==> src/sv/swt_pkg.sv <==
// package for the self-calibrating wave trigger
// holds payload structs, state encoding, constants and the divide-by-5 helper
`timescale 1ns / 1ps
package swt_pkg;

  localparam int DefaultCapacity = 256;
  localparam int MinSamples      = 10;
  localparam int MinThreshold    = 320;
  localparam int MinRearm        = 160;
  localparam int LevelW          = 14;

  localparam logic [2:0] RegCalTime    = 3'd0;
  localparam logic [2:0] RegRefractory = 3'd1;
  localparam logic [2:0] RegBlink      = 3'd2;
  localparam logic [2:0] RegDefThr     = 3'd3;
  localparam logic [2:0] RegDefRearm   = 3'd4;

  typedef struct packed {
    logic [13:0] magnitude;
    logic [31:0] now_ms;
  } swt_sample_t;

  typedef struct packed {
    logic        wave_event;
    logic        led_on;
    logic        calibrating;
    logic        is_armed;
    logic [13:0] trigger_level;
    logic [13:0] rearm_level;
  } swt_result_t;

  typedef struct packed {
    logic ins;
    logic shf;
  } swt_cell_ctl_t;

  typedef struct packed {
    logic busy;
    logic done;
  } swt_div_stat_t;

  typedef enum logic [3:0] {
    S_IDLE, S_STEP, S_PREP, S_DRAIN, S_DIVLO_GO, S_DIVLO_WAIT,
    S_DIVHI_GO, S_DIVHI_WAIT, S_LEV1, S_LEV2, S_LEV3, S_DETECT
  } swt_state_t;

  // floor(x/5) for any 16-bit x via reciprocal multiply
  function automatic logic [15:0] div5(input logic [15:0] x);
    logic [33:0] p;
    p = 34'(x) * 34'd52429;
    return 16'(p >> 18);
  endfunction

endpackage

==> src/sv/swt_divider.sv <==
// restoring divider, one quotient bit per cycle
// depends on swt_pkg
`timescale 1ns / 1ps
module swt_divider #(
  parameter int DVD_W = 23,
  parameter int DVS_W = 10
) (
  input  logic                  clk,
  input  logic                  rst,
  input  logic                  start,
  input  logic [DVD_W-1:0]      dividend,
  input  logic [DVS_W-1:0]      divisor,
  output logic [DVD_W-1:0]      quotient,
  output swt_pkg::swt_div_stat_t stat
);

  localparam int CW = $clog2(DVD_W + 1);

  logic [DVS_W-1:0] rem;
  logic [DVS_W-1:0] dvs;
  logic [CW-1:0]    cnt;
  logic [DVS_W:0]   sh;
  logic             fits;
  logic             done;

  assign sh   = {rem, quotient[DVD_W-1]};
  assign fits = sh >= {1'b0, dvs};

  always_ff @(posedge clk) begin
    if (rst) begin
      cnt  <= '0;
      done <= 1'b0;
    end else begin
      done <= 1'b0;
      if (start) begin
        cnt      <= CW'(DVD_W);
        rem      <= '0;
        dvs      <= divisor;
        quotient <= dividend;
      end else if (cnt != '0) begin
        rem      <= fits ? DVS_W'(sh - {1'b0, dvs}) : DVS_W'(sh);
        quotient <= {quotient[DVD_W-2:0], fits};
        cnt      <= cnt - 1'b1;
        if (cnt == CW'(1)) done <= 1'b1;
      end
    end
  end

  assign stat = '{busy: (cnt != '0), done: done};

endmodule

==> config.mk <==
export PLATFORM = sky130hd
export DESIGN_NAME = swt_divider
export DESIGN_NICKNAME = d
export VERILOG_FILES = /design/src/sv/swt_pkg.sv /design/src/sv/swt_divider.sv
export SDC_FILE = /design/constraint.sdc
export NUM_CORES = 1
export LEC_CHECK = 0
export ABC_CLOCK_PERIOD_IN_PS = 8900
export BUFFER_PORTS_ARGS = -buffer_cell sky130_fd_sc_hd__buf_2
export CAP_MARGIN = 20
export CORE_MARGIN = 10
export CORE_UTILIZATION = 31
export CTS_CLUSTER_DIAMETER = 30
export DETAILED_ROUTE_END_ITERATION = 6
export PLACE_DENSITY = 0.49
export SYNTH_ARGS = -nofsm -noshare
export SYNTH_HDL_FRONTEND = slang
export SYNTH_SLANG_ARGS = --single-unit
export TNS_END_PERCENT = 50
==> constraint.sdc <==
create_clock -name clk -period 8.9 [get_ports clk]
set_input_delay 0.89 -clock clk [delete_from_list [all_inputs] [get_ports clk]]
set_output_delay 0.89 -clock clk [all_outputs]
set_load 0.02 [all_outputs]
==> results of run 1 <==
## through the flow
step	hold WS [ns]	setup WS, ns	std cells	utilization
after CTS	0.532	5.88	377	0.381
after floorplan	0.475	5.36	214	-
after detailed placement	0.512	5.55	369	0.369
after global routing	0.573	5.95	378	0.385
after global placement	0.495	5.61	369	0.369
final	0.523	6.11	378	0.385
## power by group through the flow
| stage | registers [mW] | clock network (mW) | logic (mW) |
|---|---|---|---|
| final | 0.293 | 0.158 | 0.179 |
| after global placement | 0.300 | 0 | 0.178 |
| after detailed placement | 0.298 | 0 | 0.177 |
| after global routing | 0.297 | 0.171 | 0.199 |
| after floorplan | 0.307 | 0 | 0.120 |
| after CTS | 0.294 | 0.163 | 0.178 |
## sequential cells by signal, indices dropped and copies added, names as in the netlist
register	flops
quotient	23
dvs	10
rem	10
cnt	5
done	1
## final cells by class
cell class                      count  area (um^2)
Clock inverter                      2         33.8
Timing Repair Buffer               61          328
Multi-Input combinational cell    139         1120
Clock buffer                        6         72.6
Inverter                           16         60.1
Fill cell                         797         5050
Sequential cell                    49         1410
Tap cell                          105          131
## worst min-delay path, stage by stage, from the launching register on
cell and delay, ns:
dfxtp_1 0.35, a21oi_1 0.07, nor2_1 0.07
## placed cells by master (no fill, tap or decap), types with 3 or more instances in the layout
master / instances
edfxtp_1: 43
nand3_1: 3
nand2b_1: 3
buf_2: 60
clkbuf_8: 5
xor2_1: 3
nand2_1: 10
dfxtp_1: 6
inv_1: 16
ha_1: 12
nor3_1: 6
a211oi_1: 9
mux2_2: 23
o21ai_0: 6
nor2_1: 13
mux2i_1: 4
a21oi_1: 8
## kinds of logic after synthesis
kind of cell / count (synthesis)
simple gates: 47
compound gates: 45
fa+ha+maj: 13
flops: 49
mux: 29
buf+inv: 26
xor+xnor: 5
## per-layer routing
layer  part of all wire  vias to the layer above  GRT usage
met5                  0                        -          0
li1                   -                      923          -
met2               0.42                       51      0.130
met3              0.076                        7     0.0389
met4              0.013                        0     0.0305
met1               0.49                      861      0.126
## final timing paths
| path | slack (ns) | cells past startpoint | to |
|---|---|---|---|
| min reg2reg | 0.52 | 2 | cnt[4] |
| max | 6.11 | 3 | dvs[7] |
| max reg2reg | 6.42 | 9 | rem[6] |
| min | 0.52 | 2 | cnt[4] |
==> metrics, run 1 <==
status finished, final reports clean; DRT antenna net count 0; CP cell instances buf_2 -> inv_1 -> nor2_1; largest area contributor in the netlist edfxtp_1; Synth cell types 48; largest family of logic cells by synthesized area multiplexers; drt via density 4.87; Hold Buf Count CTS 0; die area 12,600 um^2; final setup violation count 0; initial antenna violation count 0; minimum clock period 2.79 ns; share of cells above drive strength 1 0.363; CP Capture Type flop; Synth top area share 0.492; CTS Buf Count 5; core area 8220 um^2; Total Wirelength 5990 um; part of the power in registers 0.465; PortBufs 60; worst clock skew 0.00901 ns; CTS tree yes; via count 1,842; layout net count 321; clk root buf clkbuf_8; RSZ-0062 raised after global routing no; Slew @ Worst Pin 0.921 ns; RePlAce Congestion 0.765; Post-synth top flop edfxtp_1; Rel. slew slack 0.384; Die Y 112 um; # diodes 0; Internal Power 0.440 mW; ys async rst share 0; FMAX 359 MHz; number of global-route vias before repair 1,837; Clock power frac 0.250; Starting Density 0.320; post-synthesis adder-cell area fraction 0.0648; most numerous cell in the Yosys netlist edfxtp_1; CTS resizes 0; syn_nets 263; synth top area cells edfxtp_1 49%, mux2_2 9.9%, ha_1 5.7%; total power 0.630 mW; synthesized flop and latch total 49; Slew Limit Fails 0; # IOs 61; Syn-to-layout area delta 20.4%; DIE WIDTH 112 um; Synth Area in XOR/XNOR 0.0167; post-route cell area 3160 um^2; number of core rows 33; clock transition at the registers of the reported paths 0.09 ns; CP Buf/Inv Count 2; worst vdd ir 0.121 mV; setup bufs post-CTS 0; PwrDens 199 nW/um^2; Clock Latency Late Sink 0.30 ns; first-pass GRT wire length 9690 um; max incr delay on CP 0.82 ns; CP Launch Type input pin; Post-Synth Simple-Gate Area 0.0929; Max FO, Critical Path 35; post-DP HPWL 4430 um; WL/cell 15.8 um; Post-synth top cells 43 x edfxtp_1, 23 x mux2_2, 16 x inv_1; Synth Area in Compound Gates 0.123; setup_tns 0 ns; H-Tree Depth 2; worst r2r src quotient[22]; Net Sw Power 0.191 mW; slowest CP cell nor2_1; post-synthesis mux area share 0.125; DR iter-0 viols 97; Hold WC Path Type reg -> reg; max cap viols 0; worst setup path startpoint start; kind of critical path in -> reg; Syn Inst Count 214; register area share after synthesis 0.537; clk sink count 49; Hold Violations, Final 0; syn avg cell area 12.3 um^2; Post-synth EDFFs 43; GRT overflow 0; Pre-antenna DRT Iters 4; Synth Warn # 0; crit share post-route 0.313; Syn Std Cell Area 2630 um^2; Placed Area 3030 um^2; worst hold start cnt[4]; # DRC 0; arrival time worst endpoint 2.72 ns; total track usage 0.0930; P_leak 1.29 nW; WP data required 8.84 ns; Logic pwr share 0.284; delay-heaviest family, CP buffers and inverters; largest net degree at the start of global routing 36; CTS Buffer Depth 2; Net Sw Frac 0.302
No activity file was read; power rests on OpenSTA's default activity.
==> inputs of run 2 (changes only) <==
Settings changed: ABC_CLOCK_PERIOD_IN_PS 8900 to 2700.
Clock period 8.9 ns to 2.7 ns, I/O delays scaled along.
==> run 2 against run 1 <==
Power rose to 3.2 times the previous value. Worst hold slack worse by 0.40 ns. Global-route usage up 0.39 points. Cell count up 1.1%. Critical path depth up 6. Via count up 3.0%. Wire length up 2.5%. Die area unchanged. Critical path type is now reg -> reg. Highest routed layer unchanged.
==> metrics, run 2 (synthesized netlist as in run 1, its figures left out) <==
number of global-route vias before repair 1,995 (was 1,837); Clock Latency Late Sink 0.31 ns (was 0.30 ns); largest net degree at the start of global routing 35 (was 36); top layer in use met4 (unchanged); Starting Density 0.320 (unchanged); Net Sw Frac 0.320 (was 0.302); RePlAce Congestion 0.759 (was 0.765); FILL cells 814 (was 797); flip-flop count of the largest register after layout 23 (unchanged); layout net count 325 (was 321); Regs by FF count quotient x23, dvs x10, rem x10 (unchanged); max cap viols 0 (unchanged); clk root buf clkbuf_8 (unchanged); final setup violation count 0 (unchanged); share of cells above drive strength 1 0.375 (was 0.363); setup_tns 0 ns (unchanged); Net Sw Power 0.644 mW (was 0.191 mW); CTS Buf Count 5 (unchanged); core area 8220 um^2 (unchanged); status finished, final reports clean (unchanged); minimum clock period 2.42 ns; via count 1,898 (was 1,842); Hold Violations, Final 0 (unchanged); clk sink count 49 (unchanged); first-pass GRT wire length 10,000 um (was 9690 um); CTS tree yes (unchanged); CTS Buffer Depth 2 (unchanged); Reg2Reg Setup Slack 0.28 ns (was 6.42 ns); initial antenna violation count 0 (unchanged); total track usage 0.0969 (was 0.0930); worst clock skew 0.0112 ns (was 0.00901 ns); DR iter-0 viols 48 (was 97); Max FO, Critical Path 4 (was 35); metal3 WL 420 um (was 454 um); DIE WIDTH 112 um (unchanged); GRT overflow 0 (unchanged); P_leak 1.30 nW (was 1.29 nW); Logic pwr share 0.295 (was 0.284); CTS resizes 0 (unchanged); # DRC 0 (unchanged); Rel. slew slack 0.677 (was 0.384); Total Wirelength 6140 um (was 5990 um); FMAX 412 MHz; die area 12,600 um^2 (unchanged); kind of critical path reg -> reg (was in -> reg); Storage cell area 1410 um^2 (unchanged); clock transition at the registers of the reported paths 0.10 ns (was 0.09 ns); Internal Power 1.37 mW (was 0.440 mW); WL/cell 16.1 um (was 15.8 um); worst vdd ir 0.244 mV (was 0.121 mV); number of core rows 33 (unchanged); # diodes 0 (unchanged); Slew Limit Fails 0 (unchanged); total power 2.01 mW (was 0.630 mW); Syn-to-layout area delta 20.6% (was 20.4%); Metal-1 WL 2830 um (was 2950 um); CP Launch Type flop (was input pin); drt via density 4.97 (was 4.87); # IOs 61 (unchanged); PwrDens 635 nW/um^2 (was 199 nW/um^2); post-DP HPWL 4490 um (was 4430 um); Clock power frac 0.225 (was 0.250); DRT antenna net count 0 (unchanged); H-Tree Depth 2 (unchanged); PortBufs 60 (unchanged); most frequent cells in the layout 60 x buf_2, 43 x edfxtp_1, 23 x mux2_2, 16 x inv_1, 13 x nor2_1 (unchanged); area taken by multi-input logic gates 1120 um^2 (unchanged); Pre-antenna DRT Iters 4 (unchanged); Hold WC Path Type in -> reg (was reg -> reg); crit share post-route 0.898; setup bufs post-CTS 0 (unchanged); WP data required 2.86 ns (was 8.84 ns); Hold Buf Count CTS 0 (unchanged); part of the power in registers 0.480 (was 0.465); arrival time worst endpoint 2.59 ns (was 2.72 ns); CP Capture Type flop (unchanged); most flop-heavy register quotient (unchanged); WL met2 2800 um (was 2510 um); Slew @ Worst Pin 0.481 ns (was 0.921 ns); RSZ-0062 raised after global routing no (unchanged); commonest non-fill, non-tap cell in the layout buf_2 (unchanged); Die Y 112 um (unchanged)
## run 2: changes by cell type in the layout (fill, tap and decap cells not counted), sizes merged
| cell | change |
|---|---|
| bufinv | -1 |
| buf | +4 |
| clkinvlp | +1 |
## run 2: layout make-up
type                    count  share of cell area
flip-flops and latches     49               0.446
clock inverters             2             0.00514
repair buffers             65               0.111
clock buffers               6              0.0229
multi-input cells         139               0.355
inverters                  16              0.0190
well taps                 105              0.0415
## run 2: critical path, stage by stage (launching register included)
cell and delay, ns:
edfxtp_1 0.40, inv_1 0.09, ha_1 0.16, inv_1 0.06, fa_1 0.42, a211oi_1 0.27
nor2_1 0.14, or4_1 0.42, a41o_1 0.19, mux2i_1 0.13
## run 2: final timing paths
check               start      to  depth (start not counted)
max          quotient[22]  rem[6]                          9
min            divisor[7]  dvs[7]                          1
max reg2reg  quotient[22]  rem[6]                          9
min reg2reg        cnt[4]  cnt[4]                          2
## run 2: per-stage QoR
stage / hold WS (ns) / cells / setup slack, ns / instance area, um^2 / utilization
after floorplan: 0.339 / 214 / 0.365 / 2630 / -
after global placement: 0.448 / 374 / 0.280 / 3080 / 0.375
after detailed placement: 0.448 / 374 / 0.273 / 3080 / 0.375
after CTS: 0.110 / 382 / 0.251 / 3170 / 0.385
after global routing: 0.109 / 382 / 0.123 / 3170 / 0.385
final: 0.122 / 382 / 0.276 / 3170 / 0.385
## run 2: per-layer routing
| metal | up-vias | GRT usage |
|---|---|---|
| li1 | 926 | - |
| met1 | 905 | 0.123 |
| met2 | 57 | 0.149 |
| met3 | 10 | 0.0325 |
| met4 | 0 | 0.0355 |
| met5 | - | 0 |
## run 2: power by group through the flow
stage          sequential [mW]  clock [mW]  combinational, mW
2_1_floorplan             1.01           0              0.398
3_3_place_gp             0.982           0              0.595
3_5_place_dp             0.981           0              0.595
4_1_cts                  0.966       0.478              0.598
5_1_grt                  0.976       0.501              0.658
6_report                 0.965       0.452              0.593
==> inputs of run 3 (changes only) <==
==> constraint.sdc (replaced) <==
create_clock -name clk -period 2.7 [get_ports clk]
set_input_delay 0.54 -clock clk [delete_from_list [all_inputs] [get_ports clk]]
set_output_delay 0.54 -clock clk [all_outputs]
set_load 0.02 [all_outputs]
==> run 3 against run 2 <==
Sequential cell count stayed put. Cell count is 0.26% higher. Global-route usage is 0.16 points lower. Count of clock-buffer cells in the layout stayed put. First-iteration DRC count is 88% higher. Largest power group unchanged. Worst setup slack worse by 0.082 ns. Critical path type unchanged. Sequential share of layout area is 0.19 points lower. Highest routed layer unchanged.
==> metrics, run 3 (synthesized netlist as in run 1, its figures left out) <==
WHS Endpoint dvs[1] (was dvs[7]); kind of critical path reg -> reg (unchanged); Starting Density 0.320 (unchanged); Hold Violations, Final 0 (unchanged); worst vdd ir 0.258 mV (was 0.244 mV); total track usage 0.0953 (was 0.0969); P_leak 1.31 nW (was 1.30 nW); first-pass GRT wire length 10,100 um (was 10,000 um); Slew Limit Fails 0 (unchanged); clk sink count 49 (unchanged); most frequent cells in the layout 60 x buf_2, 43 x edfxtp_1, 23 x mux2_2, 16 x inv_1, 13 x nor2_1 (unchanged); PortBufs 60 (unchanged); drt via density 4.83 (was 4.97); crit share post-route 0.928 (was 0.898); # IOs 61 (unchanged); Syn-to-layout area delta 21.1% (was 20.6%); most flop-heavy register quotient (unchanged); GRT overflow 0 (unchanged); CP Launch Type flop (unchanged); DRT antenna net count 0 (unchanged); CTS Buffer Depth 2 (unchanged); Rel. slew slack 0.654 (was 0.677); layout net count 326 (was 325); CTS resizes 0 (unchanged); RSZ-0062 raised after global routing no (unchanged); post-DP HPWL 4460 um (was 4490 um); status finished, final reports clean (unchanged); Hold Buf Count CTS 0 (unchanged); # DRC 0 (unchanged); final setup violation count 0 (unchanged); setup_tns 0 ns (unchanged); FMAX 399 MHz (was 412 MHz); Hold Crit Depth 1 (unchanged); Die Y 112 um (unchanged); worst clock skew 0.00676 ns (was 0.0112 ns); RePlAce Congestion 0.803 (was 0.759); placed cell count 375 (was 374); Clock Latency Late Sink 0.30 ns (was 0.31 ns); worst hold start divisor[1] (was divisor[7]); setup bufs post-CTS 0 (unchanged); CP Capture Type flop (unchanged); flip-flop count of the largest register after layout 23 (unchanged); PwrDens 635 nW/um^2 (about the same); DIE WIDTH 112 um (unchanged); initial antenna violation count 0 (unchanged); largest net degree at the start of global routing 35 (unchanged); number of core rows 33 (unchanged); share of cells above drive strength 1 0.378 (was 0.375); final std cells w/o fill 383 (was 382); clk root buf clkbuf_8 (unchanged); Hold WC Path Type in -> reg (unchanged); core area 8220 um^2 (unchanged); worst r2r src quotient[22] (unchanged); max cap viols 0 (unchanged); via count 1,848 (was 1,898); clock transition at the registers of the reported paths 0.10 ns (about the same); arrival time worst endpoint 2.65 ns (was 2.59 ns); Slew @ Worst Pin 0.516 ns (was 0.481 ns); Reg2Reg Setup Slack 0.19 ns (was 0.28 ns); Max FO, Critical Path 4 (unchanged); Worst R2R End rem[6] (unchanged); number of global-route vias before repair 2,004 (was 1,995); CTS Buf Count 5 (unchanged); # diodes 0 (unchanged); die area 12,600 um^2 (unchanged); commonest non-fill, non-tap cell in the layout buf_2 (unchanged); Pre-antenna DRT Iters 4 (unchanged); minimum clock period 2.51 ns (was 2.42 ns); Reg2Reg Depth 9 (unchanged); Regs by FF count quotient x23, dvs x10, rem x10 (unchanged); CTS tree yes (unchanged); H-Tree Depth 2 (unchanged); WL/cell 15.7 um (was 16.1 um); DR iter-0 viols 90 (was 48); WP data required 2.84 ns (was 2.86 ns); Total Wirelength 6020 um (was 6140 um)
[run 3: cell types whose count changed in the layout (fill, tap and decap cells not counted), sizes merged]
cell | previous run | this run
buf | 65 | 66
clkinvlp | 1 | 0
inv | 16 | 17
[run 3: area by class of cell]
| type | instances | area [um^2] |
|---|---|---|
| sequential | 49 | 1410 |
| fill | 816 | 5040 |
| inverter | 16 | 60.1 |
| tap | 105 | 131 |
| timing repair buffer | 66 | 358 |
| multi-input combinational | 139 | 1120 |
| clock buffer | 6 | 82.6 |
| clock inverter | 2 | 12.5 |
[run 3: worst max-delay path by stage]
| stage | from | endpoint |
|---|---|---|
| 5_1_grt | quotient[22] | rem[6] |
| 6_report | quotient[22] | rem[6] |
| 2_1_floorplan | start | quotient[0] |
| 3_3_place_gp | quotient[22] | rem[6] |
| 4_1_cts | quotient[22] | rem[6] |
| 3_5_place_dp | quotient[22] | rem[6] |
[run 3: power breakdown]
part / internal, mW / switching, mW
Combinational: 0.259 / 0.335
Sequential: 0.922 / 0.0421
Clock: 0.209 / 0.253
Total: 1.39 / 0.630
[run 3: per-stage QoR]
stage	hold WS, ns	power (mW)	cell area (um^2)	setup WS (ns)	util
after global routing	0.394	2.15	3180	0.0772	0.387
after CTS	0.393	2.06	3180	0.185	0.387
after floorplan	0.475	1.41	2630	0.223	-
after global placement	0.496	1.58	3090	0.248	0.376
final	0.406	2.02	3180	0.193	0.387
after detailed placement	0.515	1.58	3090	0.229	0.376
[run 3: layer usage]
metal / vias up / GRT usage / routed length [um]
met3: 4 / 0.0282 / 355
met2: 49 / 0.148 / 2810
met1: 868 / 0.124 / 2780
li1: 927 / - / -
met5: - / 0 / 0
met4: 0 / 0.0330 / 70
[run 3: critical path: stages (launching register included)]
cell and delay [ns]:
edfxtp_1 0.39, inv_1 0.10, ha_1 0.17, inv_1 0.06
fa_1 0.43, a211oi_1 0.29, nor2_1 0.14, or4_1 0.42
a41o_1 0.20, mux2i_1 0.15
